===== src/rtl/core/cls_pkg.sv =====
`default_nettype none
package cls_pkg;

  localparam int DEF_CAPACITY = 64;
  localparam int DATA_W       = 32;

  localparam logic [1:0] FUNC_APPEND = 2'd0;
  localparam logic [1:0] FUNC_DELETE = 2'd1;
  localparam logic [1:0] FUNC_READ   = 2'd2;

  localparam logic [1:0] ST_OK       = 2'd0;
  localparam logic [1:0] ST_FULL     = 2'd1;
  localparam logic [1:0] ST_NOTFOUND = 2'd2;
  localparam logic [1:0] ST_EMPTY    = 2'd3;

  typedef struct packed {
    logic [1:0]               func;
    logic signed [DATA_W-1:0] value;
  } in_item_t;

  typedef struct packed {
    logic [1:0]               status;
    logic signed [DATA_W-1:0] data;
    logic                     last;
  } out_item_t;

  // result offered by the sequencer to the output register
  typedef struct packed {
    logic      valid;
    out_item_t item;
  } emit_t;

endpackage
`default_nettype wire


===== src/rtl/core/cls_ram.sv =====
`default_nettype none
module cls_ram #(
  parameter int WIDTH = 32,
  parameter int DEPTH = 64
) (
  input  wire logic                     clk,
  input  wire logic                     wr_en,
  input  wire logic [$clog2(DEPTH)-1:0] wr_addr,
  input  wire logic [WIDTH-1:0]         wr_data,
  input  wire logic                     rd_en,
  input  wire logic [$clog2(DEPTH)-1:0] rd_addr,
  output logic      [WIDTH-1:0]         rd_data
);

  logic [WIDTH-1:0] mem [DEPTH];

  always_ff @(posedge clk) begin
    if (wr_en) begin
      mem[wr_addr] <= wr_data;
    end
    if (rd_en) begin
      rd_data <= mem[rd_addr];
    end
  end

endmodule
`default_nettype wire


===== src/rtl/core/cls_seq.sv =====
`default_nettype none
module cls_seq #(
  parameter int CAPACITY = cls_pkg::DEF_CAPACITY,
  localparam int AW = $clog2(CAPACITY),
  localparam int CW = $clog2(CAPACITY + 1)
) (
  input  wire logic                      clk,
  input  wire logic                      rst_n,
  input  wire logic                      in_valid,
  output logic                           in_stall,
  input  wire cls_pkg::in_item_t         in_item,
  input  wire logic                      can_emit,
  output cls_pkg::emit_t                 emit,
  output logic                           ram_wr_en,
  output logic [AW-1:0]                  ram_wr_addr,
  output logic [cls_pkg::DATA_W-1:0]     ram_wr_data,
  output logic                           ram_rd_en,
  output logic [AW-1:0]                  ram_rd_addr,
  input  wire logic [cls_pkg::DATA_W-1:0] ram_rd_data
);

  localparam logic [2:0] S_IDLE  = 3'd0;
  localparam logic [2:0] S_SRCH  = 3'd1;
  localparam logic [2:0] S_SHIFT = 3'd2;
  localparam logic [2:0] S_RDOUT = 3'd3;
  localparam logic [2:0] S_RESP  = 3'd4;

  logic [2:0]                   state_r, state_nxt;
  logic [CW-1:0]                count_r, count_nxt;
  logic [AW-1:0]                idx_r, idx_nxt;
  logic                         head_r, head_nxt;
  logic [cls_pkg::DATA_W-1:0]   val_r, val_nxt;
  logic [1:0]                   status_r, status_nxt;

  logic          full, empty, eq, idx_last, srch_hit, srch_head;
  logic [AW-1:0] cnt_last, idx_inc, pos, pos_inc;

  assign full     = (count_r == CW'(CAPACITY));
  assign empty    = (count_r == '0);
  assign cnt_last = AW'(count_r - CW'(1));
  assign idx_last = (idx_r == cnt_last);
  assign idx_inc  = idx_r + AW'(1);
  assign eq       = (ram_rd_data == val_r);
  // the head is checked only after the rest of the list has missed
  assign srch_hit  = eq && (idx_r != '0);
  assign srch_head = idx_last && ((idx_r == '0) ? eq : head_r);
  assign pos       = srch_hit ? idx_r : '0;
  assign pos_inc   = pos + AW'(1);

  always_comb begin
    state_nxt   = state_r;
    count_nxt   = count_r;
    idx_nxt     = idx_r;
    head_nxt    = head_r;
    val_nxt     = val_r;
    status_nxt  = status_r;
    in_stall    = 1'b1;
    emit        = '0;
    ram_wr_en   = 1'b0;
    ram_wr_addr = '0;
    ram_wr_data = '0;
    ram_rd_en   = 1'b0;
    ram_rd_addr = '0;

    unique case (state_r)
      S_IDLE: begin
        // hold off the input while in reset
        in_stall = !rst_n;
        if (in_valid && rst_n) begin
          val_nxt = in_item.value;
          unique case (in_item.func)
            cls_pkg::FUNC_APPEND: begin
              state_nxt = S_RESP;
              if (full) begin
                status_nxt = cls_pkg::ST_FULL;
              end else begin
                ram_wr_en   = 1'b1;
                ram_wr_addr = AW'(count_r);
                ram_wr_data = in_item.value;
                count_nxt   = count_r + CW'(1);
                status_nxt  = cls_pkg::ST_OK;
              end
            end
            cls_pkg::FUNC_DELETE, cls_pkg::FUNC_READ: begin
              if (empty) begin
                status_nxt = cls_pkg::ST_EMPTY;
                state_nxt  = S_RESP;
              end else begin
                ram_rd_en = 1'b1;
                idx_nxt   = '0;
                state_nxt = (in_item.func == cls_pkg::FUNC_DELETE) ? S_SRCH : S_RDOUT;
              end
            end
            default: begin
            end
          endcase
        end
      end

      S_SRCH: begin
        if (srch_hit || srch_head) begin
          if (pos == cnt_last) begin
            count_nxt  = count_r - CW'(1);
            status_nxt = cls_pkg::ST_OK;
            state_nxt  = S_RESP;
          end else begin
            ram_rd_en   = 1'b1;
            ram_rd_addr = pos_inc;
            idx_nxt     = pos_inc;
            state_nxt   = S_SHIFT;
          end
        end else if (idx_last) begin
          status_nxt = cls_pkg::ST_NOTFOUND;
          state_nxt  = S_RESP;
        end else begin
          ram_rd_en   = 1'b1;
          ram_rd_addr = idx_inc;
          idx_nxt     = idx_inc;
          if (idx_r == '0) begin
            head_nxt = eq;
          end
        end
      end

      S_SHIFT: begin
        // move entry idx down one place while the next one is read
        ram_wr_en   = 1'b1;
        ram_wr_addr = idx_r - AW'(1);
        ram_wr_data = ram_rd_data;
        if (idx_last) begin
          count_nxt  = count_r - CW'(1);
          status_nxt = cls_pkg::ST_OK;
          state_nxt  = S_RESP;
        end else begin
          ram_rd_en   = 1'b1;
          ram_rd_addr = idx_inc;
          idx_nxt     = idx_inc;
        end
      end

      S_RDOUT: begin
        emit.valid       = 1'b1;
        emit.item.status = cls_pkg::ST_OK;
        emit.item.data   = ram_rd_data;
        emit.item.last   = idx_last;
        if (can_emit) begin
          if (idx_last) begin
            state_nxt = S_IDLE;
          end else begin
            ram_rd_en   = 1'b1;
            ram_rd_addr = idx_inc;
            idx_nxt     = idx_inc;
          end
        end
      end

      S_RESP: begin
        emit.valid       = 1'b1;
        emit.item.status = status_r;
        emit.item.data   = '0;
        emit.item.last   = 1'b1;
        if (can_emit) begin
          state_nxt = S_IDLE;
        end
      end

      default: begin
        state_nxt = S_IDLE;
      end
    endcase
  end

  always_ff @(posedge clk) begin
    if (!rst_n) begin
      state_r <= S_IDLE;
      count_r <= '0;
    end else begin
      state_r <= state_nxt;
      count_r <= count_nxt;
    end
    idx_r    <= idx_nxt;
    head_r   <= head_nxt;
    val_r    <= val_nxt;
    status_r <= status_nxt;
  end

endmodule
`default_nettype wire


===== src/rtl/core/circular_list_store_top.sv =====
// append writes the ram on accept and then offers its result beat; delete searches, then
// shifts (one memory read per element for the search, one read and write per moved element)
// read out: after accept, one beat per cycle from the ram port while can_emit is high
// one item at a time; the next item is taken the cycle after its last result enters the
// output register
// reset: synchronous active-low rst_n empties the store; no memory clearing pass
`default_nettype none
module circular_list_store_top #(
  parameter int CAPACITY = cls_pkg::DEF_CAPACITY
) (
  input  wire logic               clk,
  input  wire logic               rst_n,
  input  wire logic               in_valid,
  output logic                    in_stall,
  input  wire cls_pkg::in_item_t  in_item,
  output logic                    out_valid,
  input  wire logic               out_stall,
  output cls_pkg::out_item_t      out_item
);

  localparam int AW = $clog2(CAPACITY);

  logic                       ram_wr_en, ram_rd_en, can_emit;
  logic [AW-1:0]              ram_wr_addr, ram_rd_addr;
  logic [cls_pkg::DATA_W-1:0] ram_wr_data, ram_rd_data;
  cls_pkg::emit_t             emit;

  logic               out_valid_r, out_valid_nxt;
  cls_pkg::out_item_t out_item_r;

  cls_ram #(
    .WIDTH (cls_pkg::DATA_W),
    .DEPTH (CAPACITY)
  ) u_ram (
    .clk     (clk),
    .wr_en   (ram_wr_en),
    .wr_addr (ram_wr_addr),
    .wr_data (ram_wr_data),
    .rd_en   (ram_rd_en),
    .rd_addr (ram_rd_addr),
    .rd_data (ram_rd_data)
  );

  cls_seq #(
    .CAPACITY (CAPACITY)
  ) u_seq (
    .clk         (clk),
    .rst_n       (rst_n),
    .in_valid    (in_valid),
    .in_stall    (in_stall),
    .in_item     (in_item),
    .can_emit    (can_emit),
    .emit        (emit),
    .ram_wr_en   (ram_wr_en),
    .ram_wr_addr (ram_wr_addr),
    .ram_wr_data (ram_wr_data),
    .ram_rd_en   (ram_rd_en),
    .ram_rd_addr (ram_rd_addr),
    .ram_rd_data (ram_rd_data)
  );

  // output register takes a new beat when empty or being drained
  assign can_emit      = !out_valid_r || !out_stall;
  assign out_valid_nxt = emit.valid ? 1'b1 : (out_valid_r && out_stall);

  always_ff @(posedge clk) begin
    if (!rst_n) begin
      out_valid_r <= 1'b0;
    end else begin
      out_valid_r <= out_valid_nxt;
    end
    if (emit.valid && can_emit) begin
      out_item_r <= emit.item;
    end
  end

  assign out_valid = out_valid_r;
  assign out_item  = out_item_r;

endmodule
`default_nettype wire

===== config.mk =====
export PLATFORM = sky130hd
export DESIGN_NAME = circular_list_store_top
export DESIGN_NICKNAME = d
export VERILOG_FILES = /design/src/rtl/core/cls_pkg.sv /design/src/rtl/core/cls_ram.sv /design/src/rtl/core/cls_seq.sv /design/src/rtl/core/circular_list_store_top.sv
export SDC_FILE = /design/constraint.sdc
export NUM_CORES = 2
export LEC_CHECK = 0
export ABC_AREA = 1
export CORE_UTILIZATION = 40
export DETAILED_ROUTE_END_ITERATION = 8
export DONT_BUFFER_PORTS = 1
export MAX_ROUTING_LAYER = met4
export PLACE_DENSITY = 0.52
export SETUP_SLACK_MARGIN = 0.02
export SLEW_MARGIN = 20
export SYNTH_ARGS = -nofsm -noshare
export SYNTH_HDL_FRONTEND = slang
export SYNTH_SLANG_ARGS = --single-unit

===== constraint.sdc =====
create_clock -name clk -period 9.4 [get_ports clk]
set_clock_uncertainty 0.05 [all_clocks]
set_input_delay 0.94 -clock clk [delete_from_list [all_inputs] [get_ports clk]]
set_output_delay 0.94 -clock clk [all_outputs]
set_load 0.005 [all_outputs]

==> metrics <==
Worst VDD drop 0.177 mV; synthesized area 95000 sq um; GPL Wtd Cong 0.893; DR vias/cell 5.50; worst hold path stage count 0; Synth area leader edfxtp_1; root buffer cell clkbuf_16; # Max-Cap Violations 0; Final setup viols 0; run status finished, final reports clean; initial core utilization 40.3%; later-pin clock latency in the skew report 0.89 ns; RSZ-0062 raised after global routing false; critical path arrival 7.31 ns; max_slew headroom 19.7%; Sw Ratio 36.7%; combinational share of power 29.2%; count leader, synth nand3_1; FF-to-FF setup slack 2.66 ns; yosys warns 0; Mapped Nets 8707; worst-path fanout max 89; type of origin of the critical path register; Cells after DPL 11400; setup bufs post-CTS 0; EDFF count, synth 2156; clock sink count 2167; Synth top area share 68.1%; worst path required time 9.97 ns; num rows 178; RR Startpoint u_ram.rd_data[1]; final setup TNS 0 ns; first-pass GRT wire length 437000 um; Synth Area per Inst 11.0 sq um; Core Footprint 236000 sq um; Worst setup EP type register; final WL 304000 um; grt ovf 0; Synth cell types 46; Hold Crit Class primary input to register; Worst-Margin Slew 1.20 ns; fin nets 8536; vias in the first global route 60400; WS Path Type register to register; ys flop type edfxtp_1; power per cell area 269 nW/um^2; Final Core Density 45.0%; Clock power frac 29.7%; DR iter-0 viols 7800; Post-synth top cells nand3_1, edfxtp_1, nand2_1; initial antenna violation count 16; reg2reg end u_ram.rd_data[22]; final hold vios 0; Worst Hold End u_seq.val_r[25]; share of cells above drive strength 1 6.83%; final cycle utilization of the critical path 71.7%; gr usage total 25.8%; total power 28.5 mW; number of routed nets with antenna violations 0; Reg clk slew, reported paths 0.07 ns; Final Max Slew Viols 0; wire per inst 25.7 um; worst r2r path cells 22; largest net degree at the start of global routing 197; synthesis-to-finish area growth 11.5%; die width 489 um; Hold Slack 0.0928 ns; Final Instance Count excl. Fillers 11800; Internal 18.0 mW; PortBufs 0; post-synthesis cell count 8660; Switching Power 10.4 mW; TritonCTS Buffers 224; Die Y 489 um; H-tree level count 4; Max Freq 148 MHz; Post-synth ARST share 0%; flops & latches, synth 2167; Post-CTS Resized 0; top cells by area, synth edfxtp_1, nand3_1, nand2_1, nand3b_1, inv_1; total number of vias 65000; DP HPWL 156000 um; Pre-Repair DR Iteration Count 6; TritonCTS clock tree done; I/O pins 75; Pleak 40.1 nW; fin crit period 6.74 ns; hold path startpoint in_item[25]; Post-CTS Hold Fix Bufs 0; deepest clock path buffer count 3; register share of total power 41.1%; Seq/Total Area, Yosys 68.4%; Remaining DRCs 0; Die ar. 239000 sq um
[layer usage]
| layer | global-route usage (%) | share of wire (%) | up-vias | wire length [um] |
|---|---|---|---|---|
| met4 | 8.06 | 2.9 | 0 | 8910 |
| li1 | - | - | 29400 | - |
| met1 | 37.1 | 45 | 32400 | 136000 |
| met5 | - | 0 | - | 0 |
| met2 | 37.7 | 44 | 2725 | 134000 |
| met3 | 3.68 | 8.1 | 432 | 24700 |
[placed cells by master, fill, tap and decap left out, types with 3 or more instances in the layout]
cell type and instances:
a31oi_1 5, nor2_4 66, clkbuf_1 66, diode_2 8
o21ai_1 6, a21oi_1 16, inv_16 4, xor2_1 8
nor2_1 98, buf_16 7, xnor2_1 20, nand2_4 4
inv_1 996, nand2_1 1856, o21ai_0 26, inv_2 12
buf_4 139, nand3b_1 512, edfxtp_1 2156, clkinv_2 26
o21ai_4 34, o22ai_1 5, clkbuf_16 226, bufinv_16 10
nand2_2 3, nor2_2 3, nor3_1 9, buf_12 26
ha_1 9, clkinv_1 63, dfxtp_1 11, inv_6 9
clkbuf_8 5, nand3_1 2198, nand4_1 6
[worst max path at each step]
stage / endpoint / start / slack [ns] / depth (start not counted)
after floorplan: u_ram.mem[17][0] / rst_n / 3.57 / 11
after global placement: u_ram.rd_data[22] / u_ram.rd_data[1] / 2.67 / 22
after detailed placement: u_ram.rd_data[22] / u_ram.rd_data[1] / 2.74 / 22
after CTS: u_ram.rd_data[22] / u_ram.rd_data[1] / 2.73 / 22
after global routing: u_ram.rd_data[22] / u_ram.rd_data[1] / 2.35 / 22
final: u_ram.rd_data[22] / u_ram.rd_data[1] / 2.66 / 22
[sequential cells by signal, indices dropped and copies added, names as in the netlist, 2 cells and up]
name,flops
u_seq.status_r,2
u_seq.val_r,32
u_ram.rd_data,32
out_item,35
u_ram.mem,2048
u_seq.state_r,3
u_seq.idx_r,6
u_seq.count_r,7
[through the flow]
| stage | area [sq um] | worst slack (ns) |
|---|---|---|
| finish | 106000 | 2.66 |
| global route | 106000 | 2.35 |
| CTS | 106000 | 2.73 |
| detailed placement | 99000 | 2.74 |
| global placement | 98900 | 2.67 |
| floorplan | 95000 | 3.57 |
[power by group through the flow]
stage          clock network, mW  logic (mW)  registers, mW
2_1_floorplan                  0        4.51           11.8
3_3_place_gp                   0        8.13           11.9
3_5_place_dp                   0        8.16           11.9
4_1_cts                     8.60        8.18           11.7
5_1_grt                     8.94        8.82           11.7
6_report                    8.46        8.30           11.7
[critical path, stage by stage, from the launching register on]
cell and delay, ns:
edfxtp_1 0.60, inv_1 0.23, nand2_1 0.07, nand2_1 0.08
nand2_1 0.05, nor2_1 0.14, nand2_1 0.07, nor2_1 0.44
nand3_1 0.28, o21ai_0 0.15, nand2_1 0.10, nor2_1 0.19
nand3_4 0.17, nand2_8 0.46, buf_4 0.72, buf_4 0.92
nand3b_1 0.14, nand3_1 0.13, nand3_1 0.12, nand3_1 0.17
nand3_1 0.43, nand3_1 0.50, nand2_1 0.11
[layout make-up]
| cell class | instances | area [sq um] |
|---|---|---|
| Clock inverter | 113 | 845 |
| Fill cell | 21700 | 130000 |
| Clock buffer | 297 | 5970 |
| Tap cell | 3150 | 3940 |
| Sequential cell | 2167 | 65000 |
| Multi-Input combinational cell | 4910 | 24600 |
| Inverter | 1012 | 3810 |
| Timing Repair Buffer | 174 | 1790 |
| Antenna cell | 8 | 20.0 |
[kinds of logic (layout without fill, tap and decap cells)]
logic type / count (synthesis) / count (layout) / synth area share, %
fa+ha+maj: 9 / 9 / 0.119
other cells: 0 / 8 / 0
buf+inv: 1583 / 1596 / 6.74
simple gates: 4764 / 4764 / 23.9
xor+xnor: 29 / 29 / 0.275
compound gates: 108 / 108 / 0.643
flops: 2167 / 2167 / 68.4
Note: power is estimated with default switching activity, not from simulation.
